File: config.mk
export PLATFORM = sky130hd
export DESIGN_NAME = blp_div
export DESIGN_NICKNAME = d
export VERILOG_FILES = /design/src/hw/rtl/bipartite_label_propagation_macros.svh /design/src/hw/rtl/blp_pkg.sv /design/src/hw/rtl/blp_div.sv
export SDC_FILE = /design/constraint.sdc
export NUM_CORES = 1
export LEC_CHECK = 0
export BUFFER_PORTS_ARGS = -buffer_cell sky130_fd_sc_hd__buf_2
export CAP_MARGIN = 20
export CORE_MARGIN = 2
export CORE_UTILIZATION = 25
export DETAILED_ROUTE_END_ITERATION = 7
export PLACE_DENSITY_LB_ADDON = 0.3
export SETUP_SLACK_MARGIN = 0.02
export SYNTH_ARGS = -nofsm -noshare
export SYNTH_HDL_FRONTEND = slang
export SYNTH_SLANG_ARGS = --single-unit
export TNS_END_PERCENT = 5
File: constraint.sdc
create_clock -name clk -period 4.05 [get_ports clk]
set_input_delay 0.405 -clock clk [delete_from_list [all_inputs] [get_ports clk]]
set_output_delay 0.405 -clock clk [all_outputs]
set_load 0.005 [all_outputs]
File: src/hw/rtl/bipartite_label_propagation_macros.svh
// Assertion macros for the label propagation block.
// No dependencies; included by modules that assert.
`ifndef BIPARTITE_LABEL_PROPAGATION_MACROS_SVH
`define BIPARTITE_LABEL_PROPAGATION_MACROS_SVH
`ifndef ASSERT_OFF
`define BLP_ASSERT(label, clk, rst_n, prop) \
    label: assert property (@(posedge clk) disable iff (!rst_n) prop) else $error("%m");
`define BLP_ASSERT_NEVER(label, clk, rst_n, cond) \
    label: assert property (@(posedge clk) disable iff (!rst_n) !(cond)) else $error("%m");
`else
`define BLP_ASSERT(label, clk, rst_n, prop)
`define BLP_ASSERT_NEVER(label, clk, rst_n, cond)
`endif
`endif

File: src/hw/rtl/blp_pkg.sv
// Package for the label propagation block: sizes, action codes, states.
// No dependencies.
package blp_pkg;
    localparam int FEATURE_NODES   = 4096;
    localparam int UNLABELED_NODES = 4096;
    localparam int MAX_CLASSES     = 2;
    localparam int CLS_W  = (MAX_CLASSES > 1) ? $clog2(MAX_CLASSES) : 1;
    localparam int FADR_W = $clog2(FEATURE_NODES * MAX_CLASSES);
    localparam int UADR_W = $clog2(UNLABELED_NODES * MAX_CLASSES);
    localparam logic [16:0] ONE_Q16 = 17'd65536;

    typedef enum logic [2:0] {
        ACT_LABELED  = 3'd0,
        ACT_F2U      = 3'd1,
        ACT_U2F      = 3'd2,
        ACT_NORM_F   = 3'd3,
        ACT_NORM_U   = 3'd4,
        ACT_DECAY    = 3'd5,
        ACT_INIT     = 3'd6,
        ACT_READ     = 3'd7
    } action_t;

    typedef enum logic [1:0] {
        CFG_CLASS_COUNT = 2'd0,
        CFG_DISCOUNT    = 2'd1
    } cfg_index_t;

    typedef enum logic [3:0] {
        ST_IDLE,
        ST_RD,      // issue reads for class cls_reg
        ST_RDW,     // read data arrives
        ST_MUL1,    // alpha * score
        ST_MUL2,    // * weight, accumulate, write
        ST_DIVS,    // start divide for class
        ST_DIVW,    // wait divide, write result
        ST_INIT,
        ST_DECAY
    } state_t;

    typedef struct packed {
        logic        start;
        logic [47:0] dividend;
        logic [35:0] divisor;
    } div_req_t;

    typedef struct packed {
        logic        done;
        logic [31:0] quotient;
    } div_rsp_t;

    function automatic logic [31:0] sat_add(input logic [31:0] a, input logic [47:0] b);
        logic [48:0] s;
        s = {17'd0, a} + {1'b0, b};
        sat_add = (s[48:32] != 17'd0) ? 32'hFFFF_FFFF : s[31:0];
    endfunction
endpackage

File: src/hw/rtl/blp_div.sv
// Restoring divider, one quotient bit per cycle, 48 by 36 bits to 32 bits.
// Depends on blp_pkg.
module blp_div (
    input  logic              clk,
    input  logic              rst_n,
    input  blp_pkg::div_req_t req,
    output blp_pkg::div_rsp_t rsp
);
    logic [47:0] rem_reg, rem_next;
    logic [47:0] quo_reg, quo_next;
    logic [35:0] den_reg, den_next;
    logic [5:0]  cnt_reg, cnt_next;
    logic        run_reg, run_next;
    logic        done_reg, done_next;
    logic [48:0] trial;

    always_comb
    begin
        rem_next  = rem_reg;
        quo_next  = quo_reg;
        den_next  = den_reg;
        cnt_next  = cnt_reg;
        run_next  = run_reg;
        done_next = 1'b0;
        trial     = {rem_reg, quo_reg[47]} - {13'd0, den_reg};
        if (req.start)
        begin
            rem_next = 48'd0;
            quo_next = req.dividend;
            den_next = req.divisor;
            cnt_next = 6'd48;
            run_next = 1'b1;
        end
        else if (run_reg)
        begin
            // shift in next dividend bit, subtract where it fits
            if (!trial[48])
            begin
                rem_next = trial[47:0];
                quo_next = {quo_reg[46:0], 1'b1};
            end
            else
            begin
                rem_next = {rem_reg[46:0], quo_reg[47]};
                quo_next = {quo_reg[46:0], 1'b0};
            end
            cnt_next = cnt_reg - 6'd1;
            if (cnt_reg == 6'd1)
            begin
                run_next  = 1'b0;
                done_next = 1'b1;
            end
        end
    end

    always_ff @(posedge clk or negedge rst_n)
    begin
        if (!rst_n)
        begin
            run_reg  <= 1'b0;
            done_reg <= 1'b0;
            cnt_reg  <= 6'd0;
        end
        else
        begin
            run_reg  <= run_next;
            done_reg <= done_next;
            cnt_reg  <= cnt_next;
        end
    end

    always_ff @(posedge clk)
    begin
        rem_reg <= rem_next;
        quo_reg <= quo_next;
        den_reg <= den_next;
    end

    assign rsp.done     = done_reg;
    assign rsp.quotient = quo_reg[31:0];
endmodule

# ---- After elaboration in Yosys (flattened, before gate mapping)
# Index checks and enable logic that the tools add are counted.
dict set report totals {
  regBits 140
  latch_bits 0
  ram_bits 0
  romBits 0
  in_bits 87
  out_inout_bits 33
  wordCells 22
  n_memories 0
}
dict set report op_classes {
  addsub 2
  multipliers 0
  div 0
  magnitude_cmp 0
  eq_ne 1
  shifts 0
  mux 12
  n_bitwise 0
  n_reduce_logical 1
}
# cell count
set ops {}
lappend ops {{2-to-1 mux 48 bit} 3}
lappend ops {{subtractor 49 x 36 -> 49 bit} 1}
lappend ops {{2-to-1 mux 6 bit} 2}
lappend ops {{2-to-1 mux 1 bit} 7}
lappend ops {{equality test 6 x 1 -> 1 bit (second input constant)} 1}
lappend ops {{subtractor 6 x 1 -> 6 bit (second input constant)} 1}
lappend ops {{nonzero test 2 bit} 1}

# ---- Depth between registers and ports, before layout
# Gate-level depths: netlist of run 1.
dict set report depth {
  depth_word 4
  mapped_depth 13
  depth_no_buf 11
}

# ---- Worst setup path before layout of run 1
# Ideal clock, no wire load.
dict set report synth_path {
  kind {flip-flop to flip-flop}
  from {reg quo_reg[47]}
  to {reg rem_reg[43]}
  setup_time_ns 0.088
  arrival_time_ns 2.961
  required_ns 3.962
  setup_slack_ns 1.001
  path_stages_with_launch 13
  n_path_buf 1
  period_less_slack_ns 3.049
  cell_sequence {edfxtp_1 inv_1 ha_1 fa_1 nand2b_1 a21oi_2 o211ai_1 a311oi_2 o211a_1 buf_4 nand4b_1 or3_1 a311oi_2}
}
dict set report synth_between {
  elab_chain_cells 2
}
# element line
set synth_lines {}
lappend synth_lines {{start, declared} blp_div.sv:10} ;# logic [47:0] quo_reg, quo_next;
lappend synth_lines {{start signal, assigned} blp_div.sv:75} ;# quo_reg <= quo_next;
lappend synth_lines {{subtractor 49 x 36 -> 49 bit} blp_div.sv:25} ;# trial = {rem_reg, quo_reg[47]} - {13'd0, den_reg};
lappend synth_lines {{2-to-1 mux 48 bit} blp_div.sv:37} ;# if (!trial[48])
lappend synth_lines {{end signal, assigned} blp_div.sv:74} ;# rem_reg <= rem_next;
lappend synth_lines {{end, declared} blp_div.sv:9} ;# logic [47:0] rem_reg, rem_next;
# Every way passes these cells.
# A chain may end at the register's enable or synchronous reset.

# ---- Final worst setup path of run 1
# Ends and elaborated chain as after synthesis.

==> qor.json, run 1 <==
{
  "logic_synthesis": {
    "yosysSeqAreaShare_pct": 43.16,
    "asyncSetResetFlopFracSynth_pct": 5.714,
    "synth_seq_cells": 140,
    "post_synth_inst_count": 872,
    "library_cell_with_the_highest_instance_count_after_synthesis": "edfxtp_1",
    "yosysTopAreaCellShare_pct": 29.56,
    "ys.warnings.count": 0,
    "yosys_most_used_dff": "edfxtp_1",
    "synth-edff-count": 84,
    "postSynthNetCount": 998,
    "synth_top_cells_by_count": "edfxtp_1, nor2_1, nand2_1, a21oi_1, inv_1",
    "syn_area_sq_mm": 0.008534,
    "syn_area_per_cell_sq_um": 9.787,
    "ys_types": 75,
    "yosys.area.top_type": "edfxtp_1",
    "synth_area_leaders": "edfxtp_1, dfxtp_1, mux2_2"
  },
  "clock_network": {
    "tritoncts_clock_tree": "done",
    "clk_path_buf_depth": 2,
    "cts.clk_slew.worst_paths_ns": 0.07,
    "cts.repair.resized": 0,
    "cts_setup_buffers": 0,
    "cts.sinks": 140,
    "number_of_h_tree_levels": 4,
    "cts_buffers": 17,
    "insertion_delay_ns": 0.44,
    "ctsHoldBuffers": 1,
    "root_buffer": "clkbuf_16"
  },
  "global_routing": {
    "gr_usage_total_pct": 11.94,
    "grt_antenna_before_repair": 0,
    "grt_most_used_layer": "met2",
    "groute.layer.met2.usage_pct": 19.17,
    "groute.layer.met1.usage_pct": 15.73,
    "globalRouteOverflowTotal": 0,
    "grt_pass1_vias": 6377,
    "maximum_number_of_pins_on_one_net_before_global_route_repair": 53,
    "global_route_wire_length_before_repair_um": 33800,
    "grt_use_met3_pct": 3.092
  },
  "power": {
    "power.density_cell_area_mw_per_mm2": 662.6,
    "power_switching_uw": 2615,
    "clock_power_share_pct": 23.2,
    "p_seq_share_pct": 31.3,
    "switching_share_pct": 39.91,
    "cell_internal_pwr_uw": 3938,
    "combPwrFrac_pct": 45.4,
    "irDropWorstVdd_uv": 337.9,
    "power.leakage_uw": 0.004031
  },
  "critical_path": {
    "critical_path.endpoint_type": "register",
    "worst-endpoint-arrival_ns": 3.94,
    "worst_path_most_repeated_cell": "a311oi_2",
    "critical_path.cell_chain": "inv_1 > ha_1 > fa_1 > nand2b_1 > a21oi_2 > o211ai_1 > a311oi_2 > o211a_1 > nand4b_1 > or3_1 > a311oi_2",
    "critical_path_class": "register to register",
    "critical_path.max_fanout": 9,
    "worst_ep_required_time_ns": 4.40,
    "cp_slowest_stage_delay_ns": 0.45,
    "critPathSlowestCell": "a311oi_2",
    "critPathLaunchType": "register"
  },
  "timing": {
    "worst_pin_slew_ns": 0.7689,
    "final.setup.tns_ns": 0,
    "worst_slew_margin_rel_pct": 48.74,
    "min_period_over_period_pct": 88.70,
    "final_hold_viol_count": 0,
    "grt_setup_unrepaired": "no",
    "final.min_clock_period_ns": 3.593,
    "finClkSkew_ns": 0.01248,
    "fin_worst_setup_slack_ns": 0.4575,
    "timing.final.setup_violations": 0,
    "timing_max_transition_violations_final": 0,
    "maximum_clock_frequency_mhz": 278.4,
    "timing.hold.ws_ns": 0.1398
  },
  "placement": {
    "port_buffers": 119,
    "place.gp.congestion": 0.8359,
    "dp_worst_setup_slack_ns": 0.4858,
    "dp.final_hpwl_um": 15090
  },
  "floorplan": {
    "fp.dieW_um": 188.8,
    "floorplan.die.height_um": 188.8,
    "floorplan.rows": 67,
    "core_area_sq_mm": 0.03362,
    "floorplan.io_pins": 120,
    "die-area_sq_mm": 0.03563,
    "initial_core_util_pct": 25.39
  },
  "drt": {
    "antenna_left": 0,
    "drt_iter0_drc": 375,
    "drt-total-wl_um": 20830,
    "vias_per_cell": 4.690,
    "drt-wirelength-per-cell_um": 14.86,
    "detail_route.drc_violations": 0,
    "first_pass_iters": 5,
    "vias": 6575
  },
  "layout": {
    "nNetsFinal": 1067,
    "antenna_cells": 0,
    "drive_above_1_share_pct": 24.11,
    "area_growth_syn_to_layout_pct": 15.89
  },
  "min_path": {
    "timing.hold.worst.class": "input pin to register"
  },
  "run_status": {
    "status": "finished, final reports clean"
  },
  "job": {
    "maxCapViolCount": 0
  }
}
## cell families (layout without fill, tap and decap cells)
| kind of cell | count (synthesis) | count (layout) | synth area share (%) |
|---|---|---|---|
| AND/OR/NAND/NOR | 254 | 254 | 14.63 |
| AO/OA/AOI/OAI | 213 | 213 | 17.37 |
| flip-flops | 140 | 140 | 43.16 |
| buffers and inverters | 133 | 215 | 7.917 |
| multiplexers | 58 | 58 | 7.521 |
| adder cells (fa/ha/maj) | 39 | 39 | 5.806 |
| XOR/XNOR | 35 | 35 | 3.592 |
## through the flow
step                      cells  cell area, sq um  total power (uW)  util [%]
after detailed placement   1368              9296              5053     27.65
after floorplan             872              8534              4418         -
after global placement     1368              9296              5032     27.65
after global routing       1402              9891              7101     29.42
after CTS                  1401              9871              6634     29.36
final                      1402              9891              6553     29.42
## layer usage
layer / part of all wire, % / vias to the layer above
met5: 0 / -
met4: 1.0 / 0
met3: 4.9 / 12
met2: 45 / 172
met1: 49 / 3104
li1: - / 3287
## path summary, 6_finish.rpt
check	from	to	slack [ns]	depth (start not counted)
max in group asynchronous	rst_n	run_reg	3.49	2
setup reg to reg	quo_reg[47]	rem_reg[43]	0.46	11
hold reg to reg	rem_reg[2]	rem_reg[2]	0.48	2
min in group asynchronous	rst_n	cnt_reg[2]	0.38	2
setup / recovery	quo_reg[47]	rem_reg[43]	0.46	11
hold / removal	req[6]	den_reg[6]	0.14	1
## cell type report
cell class / count / area (sq um)
clock buffers: 17 / 425.4
clock inverters: 15 / 138.9
fillers: 3526 / 23730
inverters: 50 / 187.7
multi-input cells: 599 / 4175
flip-flops and latches: 140 / 3685
well taps: 448 / 560.5
repair buffers: 133 / 718.2
## power groups by stage
stage / clock network [uW] / registers [uW] / logic [uW]
after detailed placement: 0 / 2090 / 2970
after CTS: 1590 / 2060 / 2990
after global routing: 1660 / 2100 / 3340
after global placement: 0 / 2080 / 2950
after floorplan: 0 / 2010 / 2410
final: 1520 / 2050 / 2980
## critical path: cells and delay by family (launching register included)
kind	cells	cell delay [ns]
flip-flops	1	0.34
AND/OR/NAND/NOR	3	0.82
AO/OA/AOI/OAI	5	1.64
buffers and inverters	1	0.05
adder cells (fa/ha/maj)	2	0.64
## layout by cell type (no fill, tap or decap), types with 7 or more instances in the layout
| cell | Yosys | routed |
|---|---|---|
| dfrtp_1 | 8 | 7 |
| o21a_1 | 7 | 7 |
| o21ai_1 | 9 | 9 |
| mux2_2 | 48 | 48 |
| inv_1 | 50 | 49 |
| nor2_1 | 82 | 82 |
| buf_4 | 36 | 13 |
| nor3_1 | 18 | 18 |
| a21o_1 | 10 | 10 |
| o21ai_0 | 33 | 33 |
| o211ai_1 | 9 | 9 |
| edfxtp_1 | 84 | 84 |
| nand3_1 | 12 | 12 |
| xnor2_1 | 17 | 17 |
| ha_1 | 38 | 38 |
| a211oi_1 | 25 | 25 |
| nand4_1 | 17 | 17 |
| nand2_1 | 67 | 67 |
| buf_2 | 15 | 118 |
| a21oi_1 | 53 | 53 |
| xor2_1 | 18 | 18 |
| and3_1 | 7 | 7 |
| nand2b_1 | 12 | 12 |
| clkbuf_16 | 0 | 17 |
| dfxtp_1 | 48 | 48 |
| a311oi_1 | 9 | 9 |
| mux2i_1 | 9 | 9 |
| o21bai_1 | 9 | 9 |
No activity file was read; power rests on OpenSTA's default activity.
==> run 2, diff against run 1 <==
Settings changed: CORE_MARGIN 2 to 3, SKIP_CTS_REPAIR_TIMING set to 1.
==> qor.json, run 2 (synthesis results as in run 1) <==
{
  "drt": {
    "vias": 6539,
    "first_pass_iters": 5,
    "antenna_left": 0,
    "drt-wirelength-per-cell_um": 15.03,
    "drt_iter0_drc": 385,
    "vias_per_cell": 4.671,
    "drt-total-wl_um": 21050,
    "detail_route.drc_violations": 0
  },
  "clock_network": {
    "insertion_delay_ns": 0.43,
    "tritoncts_clock_tree": "done",
    "cts.sinks": 140,
    "cts.clk_slew.worst_paths_ns": 0.07,
    "clk_path_buf_depth": 2,
    "root_buffer": "clkbuf_16",
    "number_of_h_tree_levels": 4,
    "cts_buffers": 17
  },
  "timing": {
    "worst_slew_margin_rel_pct": 32.34,
    "grt_setup_unrepaired": "no",
    "timing_max_transition_violations_final": 0,
    "final.setup.tns_ns": 0,
    "min_period_over_period_pct": 86.09,
    "final.min_clock_period_ns": 3.487,
    "maximum_clock_frequency_mhz": 286.8,
    "final_hold_viol_count": 0,
    "worst_pin_slew_ns": 1.013,
    "finClkSkew_ns": 0.01328,
    "timing.final.setup_violations": 0
  },
  "critical_path": {
    "critPathSlowestCell": "a311oi_2",
    "r2r_cells": 12,
    "critical_path.max_fanout": 8,
    "timing.rr.start": "quo_reg[47]",
    "worst_ep_required_time_ns": 4.40,
    "timing.rr.end": "rem_reg[43]",
    "critical_path_class": "register to register",
    "critical_path.endpoint_type": "register",
    "setup.reg_to_reg.worst_slack_ns": 0.56,
    "critPathCapture": "rem_reg[43]",
    "crit_start": "quo_reg[47]",
    "critPathLaunchType": "register",
    "worst-endpoint-arrival_ns": 3.84,
    "cp_slowest_stage_delay_ns": 0.45,
    "critical_path.cell_chain": "inv_1 > ha_1 > fa_1 > nand2b_1 > a21oi_2 > o211ai_1 > a311oi_2 > o211a_1 > buf_4 > nand4b_1 > or3_1 > a311oi_2",
    "worst_path_most_repeated_cell": "a311oi_2"
  },
  "power": {
    "irDropWorstVdd_uv": 311.6,
    "design_power_total_uw": 6702,
    "power.leakage_uw": 0.004050,
    "power.density_cell_area_mw_per_mm2": 675.5
  },
  "floorplan": {
    "floorplan.rows": 67,
    "fp.dieW_um": 190.8,
    "initial_core_util_pct": 25.39,
    "core_area_sq_mm": 0.03362,
    "floorplan.io_pins": 120,
    "die-area_sq_mm": 0.03639,
    "floorplan.die.height_um": 190.8
  },
  "global_routing": {
    "gr_usage_total_pct": 11.71,
    "grt_antenna_before_repair": 0,
    "maximum_number_of_pins_on_one_net_before_global_route_repair": 84,
    "globalRouteOverflowTotal": 0,
    "global_route_wire_length_before_repair_um": 34010,
    "grt_pass1_vias": 6510
  },
  "min_path": {
    "timing.hold.worst.class": "input pin to register",
    "min_path_cells": 1
  },
  "job": {
    "maxCapViolCount": 0
  },
  "layout": {
    "layout_commonest_cell": "buf_2",
    "drive_above_1_share_pct": 24.05,
    "most-common-layout-cells": "buf_2, edfxtp_1, nor2_1",
    "n_fill_cell": 3527,
    "area_growth_syn_to_layout_pct": 16.26,
    "nNetsFinal": 1065,
    "antenna_cells": 0
  },
  "run_status": {
    "status": "finished, final reports clean"
  },
  "placement": {
    "place.gp.congestion": 0.8619,
    "port_buffers": 119,
    "dp.final_hpwl_um": 15290
  }
}
[run 2: changes by cell type in the layout (fill, tap and decap cells not counted)]
cell,change
bufinv_16,+2
clkinvlp_4,-2
clkinv_1,-1
clkinv_2,+1
buf_4,-2
[run 2: where the power goes]
group          leakage [uW]  internal, uW  switching [uW]
clock network      0.000295           979             673
logic               0.00240          1270            1730
registers           0.00135          1820             233
total               0.00405          4070            2640
[run 2: layout make-up]
class	instances	area [sq um]	area share, %
clock buffers	17	425.4	4.288
clock inverters	15	185.2	1.866
inverters	50	187.7	1.892
multi-input cells	599	4175	42.08
flip-flops and latches	140	3685	37.14
well taps	448	560.5	5.649
repair buffers	131	703.2	7.087
[run 2: worst min path at each step]
stage	from	endpoint	slack, ns
4_1_cts	rst_n	cnt_reg[5]	-0.22
2_1_floorplan	rst_n	cnt_reg[0]	0.11
3_3_place_gp	rst_n	done_reg	0.26
5_1_grt	req[34]	den_reg[34]	0.11
3_5_place_dp	rst_n	done_reg	0.26
6_report	req[27]	den_reg[27]	0.15
[run 2: critical path: cells and delay by family (launching register included)]
kind | cells | cell delay (ns)
flip-flops | 1 | 0.36
adder cells (fa/ha/maj) | 2 | 0.60
AND/OR/NAND/NOR | 3 | 0.79
AO/OA/AOI/OAI | 5 | 1.41
buffers and inverters | 2 | 0.23
[run 2: routing by layer]
metal  part of all wire, %  routed length, um  GRT usage [%]
met1                    49              10300          15.75
met5                     0                  0              0
met2                    45               9482          18.68
met4                   1.1                231          3.161
met3                   4.9               1031          3.033
[run 2: metrics by stage]
step | setup WS (ns) | cells | utilization [%] | hold WS (ns) | instance area, sq um
4_1_cts | 0.5656 | 1399 | 29.49 | -0.2237 | 9912
3_5_place_dp | 0.5962 | 1367 | 27.67 | 0.2613 | 9301
2_1_floorplan | 1.001 | 872 | - | 0.1094 | 8534
5_1_grt | 0.3570 | 1400 | 29.52 | 0.1102 | 9922
3_3_place_gp | 0.7069 | 1367 | 27.67 | 0.2609 | 9301
6_report | 0.5634 | 1400 | 29.52 | 0.1464 | 9922
